===== config.mk =====
export PLATFORM = sky130hd
export DESIGN_NAME = decaying_ring_memory_best_match_unit
export DESIGN_NICKNAME = d
export VERILOG_FILES = /design/src/sv/drmbm_pkg.sv /design/src/sv/decaying_ring_memory_best_match_unit.sv /design/src/sv/drmbm_csr.sv /design/src/sv/drmbm_slot_store.sv /design/src/sv/drmbm_alu.sv /design/src/sv/drmbm_seq.sv
export SDC_FILE = /design/constraint.sdc
export NUM_CORES = 2
export LEC_CHECK = 0
export BUFFER_PORTS_ARGS = -buffer_cell sky130_fd_sc_hd__buf_2
export CORE_ASPECT_RATIO = 1.4
export CORE_UTILIZATION = 65
export CTS_BUF_LIST = sky130_fd_sc_hd__clkbuf_8
export CTS_CLUSTER_DIAMETER = 50
export DETAILED_ROUTE_END_ITERATION = 6
export PLACE_DENSITY = 0.83
export SLEW_MARGIN = 20
export SYNTH_ARGS = -nofsm -noshare
export SYNTH_HDL_FRONTEND = slang
export SYNTH_HIERARCHICAL = 1
export SYNTH_SLANG_ARGS = --single-unit

===== constraint.sdc =====
create_clock -name clock -period 16.12 [get_ports clock]
set_clock_uncertainty 0.05 [all_clocks]
set_input_delay 0.806 -clock clock [delete_from_list [all_inputs] [get_ports clock]]
set_output_delay 0.806 -clock clock [all_outputs]
set_load 0.005 [all_outputs]

===== src/sv/drmbm_pkg.sv =====
// ----------------------------------------------------------------------------
// drmbm_pkg
// Shared types and constants for the decaying ring memory best match unit.
// ----------------------------------------------------------------------------
package drmbm_pkg;

   // ring geometry
   localparam int SLOT_COUNT = 16;
   localparam int SLOT_IDX_W = $clog2(SLOT_COUNT);
   localparam int FILL_W     = $clog2(SLOT_COUNT + 1);

   // operation codes carried in the mode field
   localparam logic [1:0] MODE_WRITE = 2'd0;
   localparam logic [1:0] MODE_TICK  = 2'd1;
   localparam logic [1:0] MODE_QUERY = 2'd2;

   // q1.15 constants
   localparam logic [15:0] Q_ONE   = 16'd32768;
   localparam logic [15:0] Q_HALF  = 16'd16384;
   localparam logic [15:0] Q_TENTH = 16'd3277;

   // register map
   localparam int          CSR_ADDR_W  = 4;
   localparam logic [1:0]  REG_DECAY   = 2'd0;
   localparam logic [1:0]  REG_STALE   = 2'd1;
   localparam logic [1:0]  REG_SCORE   = 2'd2;
   localparam logic [15:0] DECAY_RESET = 16'd29491;
   localparam logic [15:0] STALE_RESET = 16'd328;
   localparam logic [15:0] SCORE_RESET = 16'd4588;

   typedef struct packed {
      logic [1:0]  mode;
      logic [31:0] key_hash;
      logic [7:0]  domain;
      logic [7:0]  route;
      logic [7:0]  core_code;
      logic [15:0] confidence;
   } req_payload_type;

   typedef struct packed {
      logic        found;
      logic [3:0]  slot_index;
      logic [15:0] hit_score;
      logic [31:0] hit_hash;
      logic [7:0]  hit_domain;
      logic [7:0]  hit_route;
      logic [7:0]  hit_core;
      logic [15:0] hit_confidence;
      logic [31:0] hit_turn;
   } rsp_payload_type;

   // stored record of one slot, relevance kept apart
   typedef struct packed {
      logic [31:0] hash;
      logic [7:0]  domain;
      logic [7:0]  route;
      logic [7:0]  core;
      logic [15:0] confidence;
      logic [31:0] turn;
   } slot_rec_type;

   typedef struct packed {
      logic [15:0] decay_factor;
      logic [15:0] stale_floor;
      logic [15:0] score_floor;
   } cfg_type;

   // sequencer to slot store
   typedef struct packed {
      logic                  wr_en;
      logic [SLOT_IDX_W-1:0] wr_idx;
      slot_rec_type          wr_rec;
      logic                  upd_en;
      logic [SLOT_IDX_W-1:0] rd_idx;
      logic [15:0]           upd_rel;
   } store_ctl_type;

   // sequencer to arithmetic unit
   typedef struct packed {
      logic        tick;
      logic [31:0] key_hash;
      logic [7:0]  domain;
   } scan_ctl_type;

   // arithmetic unit result
   typedef struct packed {
      logic        eligible;
      logic [15:0] new_rel;
      logic [15:0] score;
   } alu_res_type;

endpackage


===== src/sv/decaying_ring_memory_best_match_unit.sv =====
// ----------------------------------------------------------------------------
// decaying_ring_memory_best_match_unit
// Ring of record slots with write, relevance decay and best match query.
// ----------------------------------------------------------------------------
// write: busy stays low; tick: decays every filled slot, then back to idle
// query: scores every filled slot, then strobes the result on rsp_valid
// slots are scanned one slot per cycle through the single shared
// multiplier; the receiver cannot stall results
// synchronous reset empties the ring, clears the turn counter and
// restores the register defaults; slot contents need no clearing
module decaying_ring_memory_best_match_unit (
   input  logic                                clock,
   input  logic                                reset,
   input  logic                                start,
   output logic                                busy,
   input  drmbm_pkg::req_payload_type          req_payload,
   output logic                                rsp_valid,
   output drmbm_pkg::rsp_payload_type          rsp_payload,
   input  logic                                psel,
   input  logic                                penable,
   input  logic                                pwrite,
   input  logic [drmbm_pkg::CSR_ADDR_W-1:0]    paddr,
   input  logic [31:0]                         pwdata,
   output logic [31:0]                         prdata,
   output logic                                pready
);
   import drmbm_pkg::*;

   cfg_type       cfg;
   store_ctl_type store_ctl;
   slot_rec_type  rd_rec;
   logic [15:0]   rd_rel;
   scan_ctl_type  scan_ctl;
   alu_res_type   alu_res;

   // configuration registers
   drmbm_csr u_csr (
      .clock   (clock),
      .reset   (reset),
      .psel    (psel),
      .penable (penable),
      .pwrite  (pwrite),
      .paddr   (paddr),
      .pwdata  (pwdata),
      .prdata  (prdata),
      .pready  (pready),
      .cfg     (cfg)
   );

   // slot storage
   drmbm_slot_store u_store (
      .clock  (clock),
      .ctl    (store_ctl),
      .rd_rec (rd_rec),
      .rd_rel (rd_rel)
   );

   // shared arithmetic
   drmbm_alu u_alu (
      .scan (scan_ctl),
      .cfg  (cfg),
      .rec  (rd_rec),
      .rel  (rd_rel),
      .res  (alu_res)
   );

   // sequencer
   drmbm_seq u_seq (
      .clock       (clock),
      .reset       (reset),
      .start       (start),
      .busy        (busy),
      .req_payload (req_payload),
      .rsp_valid   (rsp_valid),
      .rsp_payload (rsp_payload),
      .cfg         (cfg),
      .store_ctl   (store_ctl),
      .rd_rec      (rd_rec),
      .scan_ctl    (scan_ctl),
      .alu_res     (alu_res)
   );

endmodule


===== src/sv/drmbm_csr.sv =====
// ----------------------------------------------------------------------------
// drmbm_csr
// APB-style register block holding decay factor, stale floor and score floor.
// ----------------------------------------------------------------------------
module drmbm_csr (
   input  logic                                clock,
   input  logic                                reset,
   input  logic                                psel,
   input  logic                                penable,
   input  logic                                pwrite,
   input  logic [drmbm_pkg::CSR_ADDR_W-1:0]    paddr,
   input  logic [31:0]                         pwdata,
   output logic [31:0]                         prdata,
   output logic                                pready,
   output drmbm_pkg::cfg_type                  cfg
);
   import drmbm_pkg::*;

   logic [15:0] decay_ff, decay_in;
   logic [15:0] stale_ff, stale_in;
   logic [15:0] score_ff, score_in;
   logic [1:0]  reg_idx;
   logic        wr_hit;

   assign pready  = 1'b1;
   assign reg_idx = paddr[CSR_ADDR_W-1:2];
   assign wr_hit  = psel & penable & pwrite & pready;

   // register write decode
   always_comb begin
      decay_in = decay_ff;
      stale_in = stale_ff;
      score_in = score_ff;
      if (wr_hit) begin
         unique case (reg_idx)
            REG_DECAY: decay_in = pwdata[15:0];
            REG_STALE: stale_in = pwdata[15:0];
            REG_SCORE: score_in = pwdata[15:0];
            default: ;
         endcase
      end
   end

   always_ff @(posedge clock) begin
      if (reset) begin
         decay_ff <= DECAY_RESET;
         stale_ff <= STALE_RESET;
         score_ff <= SCORE_RESET;
      end else begin
         decay_ff <= decay_in;
         stale_ff <= stale_in;
         score_ff <= score_in;
      end
   end

   // read mux
   always_comb begin
      unique case (reg_idx)
         REG_DECAY: prdata = {16'd0, decay_ff};
         REG_STALE: prdata = {16'd0, stale_ff};
         REG_SCORE: prdata = {16'd0, score_ff};
         default:   prdata = 32'd0;
      endcase
   end

   assign cfg.decay_factor = decay_ff;
   assign cfg.stale_floor  = stale_ff;
   assign cfg.score_floor  = score_ff;

endmodule


===== src/sv/drmbm_slot_store.sv =====
// ----------------------------------------------------------------------------
// drmbm_slot_store
// Slot records and relevances, one write port and one scan read port.
// ----------------------------------------------------------------------------
module drmbm_slot_store (
   input  logic                       clock,
   input  drmbm_pkg::store_ctl_type   ctl,
   output drmbm_pkg::slot_rec_type    rd_rec,
   output logic [15:0]                rd_rel
);
   import drmbm_pkg::*;

   slot_rec_type rec_ff [SLOT_COUNT];
   logic [15:0]  rel_ff [SLOT_COUNT];

   // new records enter with full relevance, ticks rewrite relevance in place
   always_ff @(posedge clock) begin
      if (ctl.wr_en) begin
         rec_ff[ctl.wr_idx] <= ctl.wr_rec;
         rel_ff[ctl.wr_idx] <= Q_ONE;
      end else if (ctl.upd_en) begin
         rel_ff[ctl.rd_idx] <= ctl.upd_rel;
      end
   end

   assign rd_rec = rec_ff[ctl.rd_idx];
   assign rd_rel = rel_ff[ctl.rd_idx];

endmodule


===== src/sv/drmbm_alu.sv =====
// ----------------------------------------------------------------------------
// drmbm_alu
// Shared q1.15 multiplier: decays a relevance on tick, scores a slot on query.
// ----------------------------------------------------------------------------
module drmbm_alu (
   input  drmbm_pkg::scan_ctl_type    scan,
   input  drmbm_pkg::cfg_type         cfg,
   input  drmbm_pkg::slot_rec_type    rec,
   input  logic [15:0]                rel,
   output drmbm_pkg::alu_res_type     res
);
   import drmbm_pkg::*;

   logic [15:0] bonus_rel;
   logic [15:0] prox;
   logic [15:0] op_a;
   logic [15:0] op_b;
   logic [31:0] product;
   logic [16:0] scaled;
   logic [15:0] sat_rel;

   // domain bonus is a halving, hash proximity picks a constant
   always_comb begin
      bonus_rel = (rec.domain == scan.domain) ? rel : {1'b0, rel[15:1]};
      if (rec.hash == scan.key_hash) begin
         prox = Q_ONE;
      end else if (rec.hash[31:16] == scan.key_hash[31:16]) begin
         prox = Q_HALF;
      end else begin
         prox = Q_TENTH;
      end
   end

   // the one multiplier
   assign op_a    = scan.tick ? rel : bonus_rel;
   assign op_b    = scan.tick ? cfg.decay_factor : prox;
   assign product = op_a * op_b;
   assign scaled  = product[31:15];

   // saturate and drop stale relevance
   always_comb begin
      sat_rel = (scaled > {1'b0, Q_ONE}) ? Q_ONE : scaled[15:0];
      res.new_rel  = (sat_rel < cfg.stale_floor) ? 16'd0 : sat_rel;
      res.score    = scaled[15:0];
      res.eligible = (rel >= cfg.stale_floor);
   end

endmodule


===== src/sv/drmbm_seq.sv =====
// ----------------------------------------------------------------------------
// drmbm_seq
// Sequencer: ring pointers, turn counter, slot scan and best match tracking.
// ----------------------------------------------------------------------------
module drmbm_seq (
   input  logic                          clock,
   input  logic                          reset,
   input  logic                          start,
   output logic                          busy,
   input  drmbm_pkg::req_payload_type    req_payload,
   output logic                          rsp_valid,
   output drmbm_pkg::rsp_payload_type    rsp_payload,
   input  drmbm_pkg::cfg_type            cfg,
   output drmbm_pkg::store_ctl_type      store_ctl,
   input  drmbm_pkg::slot_rec_type       rd_rec,
   output drmbm_pkg::scan_ctl_type       scan_ctl,
   input  drmbm_pkg::alu_res_type        alu_res
);
   import drmbm_pkg::*;

   localparam logic [1:0] ST_IDLE   = 2'd0;
   localparam logic [1:0] ST_SCAN   = 2'd1;
   localparam logic [1:0] ST_REPORT = 2'd2;

   logic [1:0]            state_ff, state_in;
   logic [SLOT_IDX_W-1:0] idx_ff, idx_in;
   logic [SLOT_IDX_W-1:0] wp_ff, wp_in;
   logic [FILL_W-1:0]     fill_ff, fill_in;
   logic [31:0]           turn_ff, turn_in;
   logic                  tick_ff, tick_in;
   logic [31:0]           key_hash_ff, key_hash_in;
   logic [7:0]            key_dom_ff, key_dom_in;
   logic                  found_ff, found_in;
   logic [SLOT_IDX_W-1:0] best_idx_ff, best_idx_in;
   logic [15:0]           top_score_ff, top_score_in;
   slot_rec_type          best_rec_ff, best_rec_in;
   logic                  accept;
   logic                  last_slot;

   assign busy      = (state_ff != ST_IDLE);
   assign accept    = start & ~busy;
   assign last_slot = (FILL_W'(idx_ff) == fill_ff - FILL_W'(1));

   assign scan_ctl.tick     = tick_ff;
   assign scan_ctl.key_hash = key_hash_ff;
   assign scan_ctl.domain   = key_dom_ff;

   // next state and datapath control
   always_comb begin
      state_in      = state_ff;
      idx_in        = idx_ff;
      wp_in         = wp_ff;
      fill_in       = fill_ff;
      turn_in       = turn_ff;
      tick_in       = tick_ff;
      key_hash_in   = key_hash_ff;
      key_dom_in    = key_dom_ff;
      found_in      = found_ff;
      best_idx_in   = best_idx_ff;
      top_score_in  = top_score_ff;
      best_rec_in   = best_rec_ff;

      store_ctl.wr_en             = 1'b0;
      store_ctl.wr_idx            = wp_ff;
      store_ctl.wr_rec.hash       = req_payload.key_hash;
      store_ctl.wr_rec.domain     = req_payload.domain;
      store_ctl.wr_rec.route      = req_payload.route;
      store_ctl.wr_rec.core       = req_payload.core_code;
      store_ctl.wr_rec.confidence = req_payload.confidence;
      store_ctl.wr_rec.turn       = turn_ff;
      store_ctl.upd_en            = 1'b0;
      store_ctl.rd_idx            = idx_ff;
      store_ctl.upd_rel           = alu_res.new_rel;

      unique case (state_ff)
         ST_IDLE: begin
            if (accept) begin
               idx_in = '0;
               case (req_payload.mode)
                  MODE_WRITE: begin
                     store_ctl.wr_en = 1'b1;
                     wp_in = (wp_ff == SLOT_IDX_W'(SLOT_COUNT - 1)) ?
                             '0 : wp_ff + SLOT_IDX_W'(1);
                     if (fill_ff < FILL_W'(SLOT_COUNT)) begin
                        fill_in = fill_ff + FILL_W'(1);
                     end
                  end
                  MODE_TICK: begin
                     turn_in = turn_ff + 32'd1;
                     tick_in = 1'b1;
                     if (fill_ff != '0) begin
                        state_in = ST_SCAN;
                     end
                  end
                  MODE_QUERY: begin
                     tick_in       = 1'b0;
                     key_hash_in   = req_payload.key_hash;
                     key_dom_in    = req_payload.domain;
                     found_in      = 1'b0;
                     top_score_in  = cfg.score_floor;
                     state_in      = (fill_ff != '0) ? ST_SCAN : ST_REPORT;
                  end
                  default: ;
               endcase
            end
         end
         ST_SCAN: begin
            // one slot per cycle through the shared multiplier
            if (tick_ff) begin
               store_ctl.upd_en = 1'b1;
            end else if (alu_res.eligible && (alu_res.score > top_score_ff)) begin
               found_in      = 1'b1;
               best_idx_in   = idx_ff;
               top_score_in  = alu_res.score;
               best_rec_in   = rd_rec;
            end
            if (last_slot) begin
               state_in = tick_ff ? ST_IDLE : ST_REPORT;
            end else begin
               idx_in = idx_ff + SLOT_IDX_W'(1);
            end
         end
         ST_REPORT: begin
            state_in = ST_IDLE;
         end
         default: begin
            state_in = ST_IDLE;
         end
      endcase
   end

   // control registers
   always_ff @(posedge clock) begin
      if (reset) begin
         state_ff <= ST_IDLE;
         idx_ff   <= '0;
         wp_ff    <= '0;
         fill_ff  <= '0;
         turn_ff  <= '0;
         tick_ff  <= 1'b0;
         found_ff <= 1'b0;
      end else begin
         state_ff <= state_in;
         idx_ff   <= idx_in;
         wp_ff    <= wp_in;
         fill_ff  <= fill_in;
         turn_ff  <= turn_in;
         tick_ff  <= tick_in;
         found_ff <= found_in;
      end
   end

   // payload registers
   always_ff @(posedge clock) begin
      key_hash_ff   <= key_hash_in;
      key_dom_ff    <= key_dom_in;
      best_idx_ff   <= best_idx_in;
      top_score_ff  <= top_score_in;
      best_rec_ff   <= best_rec_in;
   end

   // result transaction, all zero on a miss
   assign rsp_valid = (state_ff == ST_REPORT);
   always_comb begin
      rsp_payload = '0;
      if (found_ff) begin
         rsp_payload.found          = 1'b1;
         rsp_payload.slot_index     = 4'(best_idx_ff);
         rsp_payload.hit_score      = top_score_ff;
         rsp_payload.hit_hash       = best_rec_ff.hash;
         rsp_payload.hit_domain     = best_rec_ff.domain;
         rsp_payload.hit_route      = best_rec_ff.route;
         rsp_payload.hit_core       = best_rec_ff.core;
         rsp_payload.hit_confidence = best_rec_ff.confidence;
         rsp_payload.hit_turn       = best_rec_ff.turn;
      end
   end

endmodule


==> metrics.yaml <==
clock_network:
  clkTransAtPathRegs_ns: 0.08
  cts_setup_buffers: 0
  root_buffer: "clkbuf_8"
  ctsHtreeMaxLevel: 5
  cts_tree: "done"
  clk_latency_ns: 1.04
  cts_max_path_buffers: 4
  numCtsBuffers: 323
  cts_sinks: 2181
die:
  ioPinCount: 276
  rows: 166
  fp.dieW_um: 326.2
  core_area_um2: 146000
  die-area_um2: 148700
  start_util_pct: 65.49
  die_h_um: 455.8
placed_design:
  hpwl_mm: 133.1
  place_congestion: 0.9785
  post_dp_cell_area_um2: 98110
  port_buffers: 240
  dp_slack_ns: 1.752
  dp_cells: 7749
sta:
  final.period_utilization_pct: 90.82
  drv_slew: 0
  max_freq_mhz: 68.30
  tns_ns: 0
  holdWs_ns: 0.09087
  setup_viol: 0
  tightest_slew_ns: 1.174
  fin_ws_ns: 1.480
  slew_headroom_pct: 21.76
  rsz0062_at_grt: "no"
  period_needed_ns: 14.64
  hold_violations: 0
worst_hold_path:
  hold_path.class: "in2reg"
drt:
  vias_per_cell: 6.545
  vias: 54520
  met1_length_mm: 82.42
  drc: 0
  postRouteWirelength_mm: 234.7
  wl_met2_mm: 116.9
  wire_per_inst_um: 28.18
  drtAntennaViolNets: 0
  drtIter0Drc: 6067
  wl_met3_mm: 22.91
  first_pass_iters: 6
  dr.max_layer_used: "met5"
power:
  leakagePower_nw: 36.42
  total_power_mw: 18.67
  vdd_ir_drop_max_mv: 0.5158
  powerDensity_nw_per_um2: 179.3
final_layout:
  final_cells: 8329
  areaGrowthSynthToFinish_pct: 8.865
  fin_nets: 6619
  fin_util_pct: 71.30
  drive_gt1_share_pct: 16.62
  final_area_um2: 104100
worst_setup_path:
  worst_setup_path_end_kind: "flip-flop"
  critPathMostFrequentCell: "fa_1"
  max_stage_delay_ns: 0.85
  cp_slowest_cell: "o21ai_1"
  crit_path_max_fanout: 29
  critPathKind: "reg2reg"
  setup.worst_path.start_class: "flip-flop"
  worstPathArrival_ns: 15.26
  crit_required_ns: 16.74
logic_synthesis:
  syn_inst: 5851
  ys_seq_area_share_pct: 67.47
  synth_cell_types: 88
  ys_seq_elements: 2181
  ys_warn_count: 6
  synth_area_um2: 95630
  async_flop_share_pct: 0
  ys.flop_type: "edfxtp_1"
  syn_area_per_cell_um2: 16.34
  synth_edf_count: 2084
global_route:
  grt_max_degree: 139
  antenna_found_initial: 30
  overflow: 0
  track_usage_pct: 31.69
  grt_pass1_wl_mm: 345.6
  grt_pass1_vias: 56410
status:
  status: "completed"
job:
  drv_cap: 0
-- cell families (layout without fill, tap and decap cells) --
kind of cell / count (synthesis) / after routing / share of synthesized area [%]
adder cells (fa/ha/maj): 349 / 349 / 6.082
multiplexers: 807 / 807 / 11.60
XOR/XNOR: 89 / 89 / 0.8151
buffers and inverters: 694 / 1206 / 3.682
other: 2 / 36 / 0.007853
AO/OA/AOI/OAI: 596 / 596 / 4.413
flip-flops: 2181 / 2181 / 67.47
AND/OR/NAND/NOR: 1133 / 1133 / 5.923
-- repair_timing --
action	in CTS	in global routing
hold buffers	12	0
hold endpoints to repair	28	0
resized for setup	0	0
setup endpoints to repair	0	0
-- report_power, final --
group          total [mW]  leakage (nW)  switching [mW]  internal [mW]
clock network        4.11          3.30            2.00           2.10
logic                8.30          13.1            5.36           2.94
registers            6.26          20.0          0.0232           6.23
-- sequential cells by signal (all words and copies together) (netlist names) --
| signal | count |
|---|---|
| u_seq/state_ff | 2 |
| u_seq/wp_ff | 4 |
| u_csr/decay_ff | 16 |
| u_seq/best_rec_ff | 104 |
| u_seq/tick_ff | 1 |
| u_seq/found_ff | 1 |
| u_store/rec_ff | 1664 |
| u_seq/fill_ff | 5 |
| u_seq/key_dom_ff | 8 |
| u_store/rel_ff | 256 |
| u_seq/idx_ff | 4 |
| u_seq/turn_ff | 32 |
| u_seq/top_score_ff | 16 |
| u_csr/stale_ff | 16 |
| u_seq/best_idx_ff | 4 |
| u_csr/score_ff | 16 |
| u_seq/key_hash_ff | 32 |
-- cell usage in the layout, fill, tap and decap left out, types with 9 or more instances in the layout --
cell / instances
a22oi_1: 361
and2_1: 154
or3_1: 9
a21oi_1: 63
nand3_1: 180
dlygate4sd3_1: 12
clkinv_1: 73
nand4_1: 29
nor4_1: 15
mux4_2: 240
o21a_1: 10
nor2_1: 199
clkinv_2: 30
bufinv_16: 11
conb_1: 17
buf_4: 109
inv_1: 370
o21ai_0: 65
ha_1: 156
nand2_1: 311
a21o_1: 17
xor2_1: 53
nor3_1: 13
edfxtp_1: 2084
nor2b_1: 19
dfxtp_1: 91
clkbuf_8: 336
buf_2: 239
diode_2: 19
buf_12: 12
mux2_2: 11
and3_1: 67
nor2_4: 12
fa_1: 193
mux2i_1: 553
xnor2_1: 36
nand2b_1: 74
-- synth_stat cells (36+ instances only) --
| master | instances | area share, % |
|---|---|---|
| edfxtp_1 | 2084 | 65 |
| mux2i_1 | 554 | 5.8 |
| a22oi_1 | 361 | 2.8 |
| nand2_1 | 311 | 1.2 |
| inv_1 | 285 | 1.1 |
| mux4_2 | 240 | 5.7 |
| nor2_1 | 209 | 0.82 |
| fa_1 | 193 | 4.0 |
| nand3_1 | 180 | 0.94 |
| and2_1 | 156 | 1.0 |
| ha_1 | 156 | 2.0 |
| buf_4 | 153 | 1.2 |
| clkbuf_1 | 124 | 0.49 |
| dfxtp_1 | 97 | 2.0 |
| nand2b_1 | 74 | 0.48 |
| buf_2 | 73 | 0.38 |
| and3_1 | 67 | 0.44 |
| o21ai_0 | 65 | 0.34 |
| a21oi_1 | 64 | 0.33 |
| xor2_1 | 53 | 0.49 |
| xnor2_1 | 36 | 0.33 |
-- path summary, 6_finish.rpt --
check	start	endpoint	slack (ns)	depth (start not counted)
worst min-delay path	req_payload[39]	u_store/rec_ff[3][71]	0.09	1
worst max-delay path	u_seq/idx_ff[1]	u_store/rel_ff[4][8]	1.48	37
worst min register to register	u_csr/stale_ff[4]	u_csr/stale_ff[4]	0.45	2
worst max register to register	u_seq/idx_ff[1]	u_store/rel_ff[4][8]	1.48	37
-- worst max-delay path, delay by kind of cell, from the launching register on --
| family | cells | cell delay (ns) |
|---|---|---|
| AND/OR/NAND/NOR | 13 | 4.47 |
| adder cells (fa/ha/maj) | 8 | 3.97 |
| AO/OA/AOI/OAI | 10 | 3.83 |
| flip-flops | 1 | 0.76 |
| buffers and inverters | 4 | 0.74 |
| XOR/XNOR | 2 | 0.35 |
-- cell type report --
type / instances / area (um2)
fill: 8511 / 41910
tap: 1932 / 2417
antenna: 19 / 47.55
multi-input combinational: 2991 / 27830
clock buffer: 336 / 4624
timing repair buffer: 372 / 2375
inverter: 285 / 1075
sequential: 2181 / 64540
clock inverter: 213 / 1190
-- layer usage --
metal / vias to the layer above / track usage (%)
li1: 22830 / -
met1: 27450 / 39.53
met2: 3463 / 52.71
met3: 751 / 5.913
met4: 26 / 17.28
met5: - / 0
No activity file was read; power rests on OpenSTA's default activity.
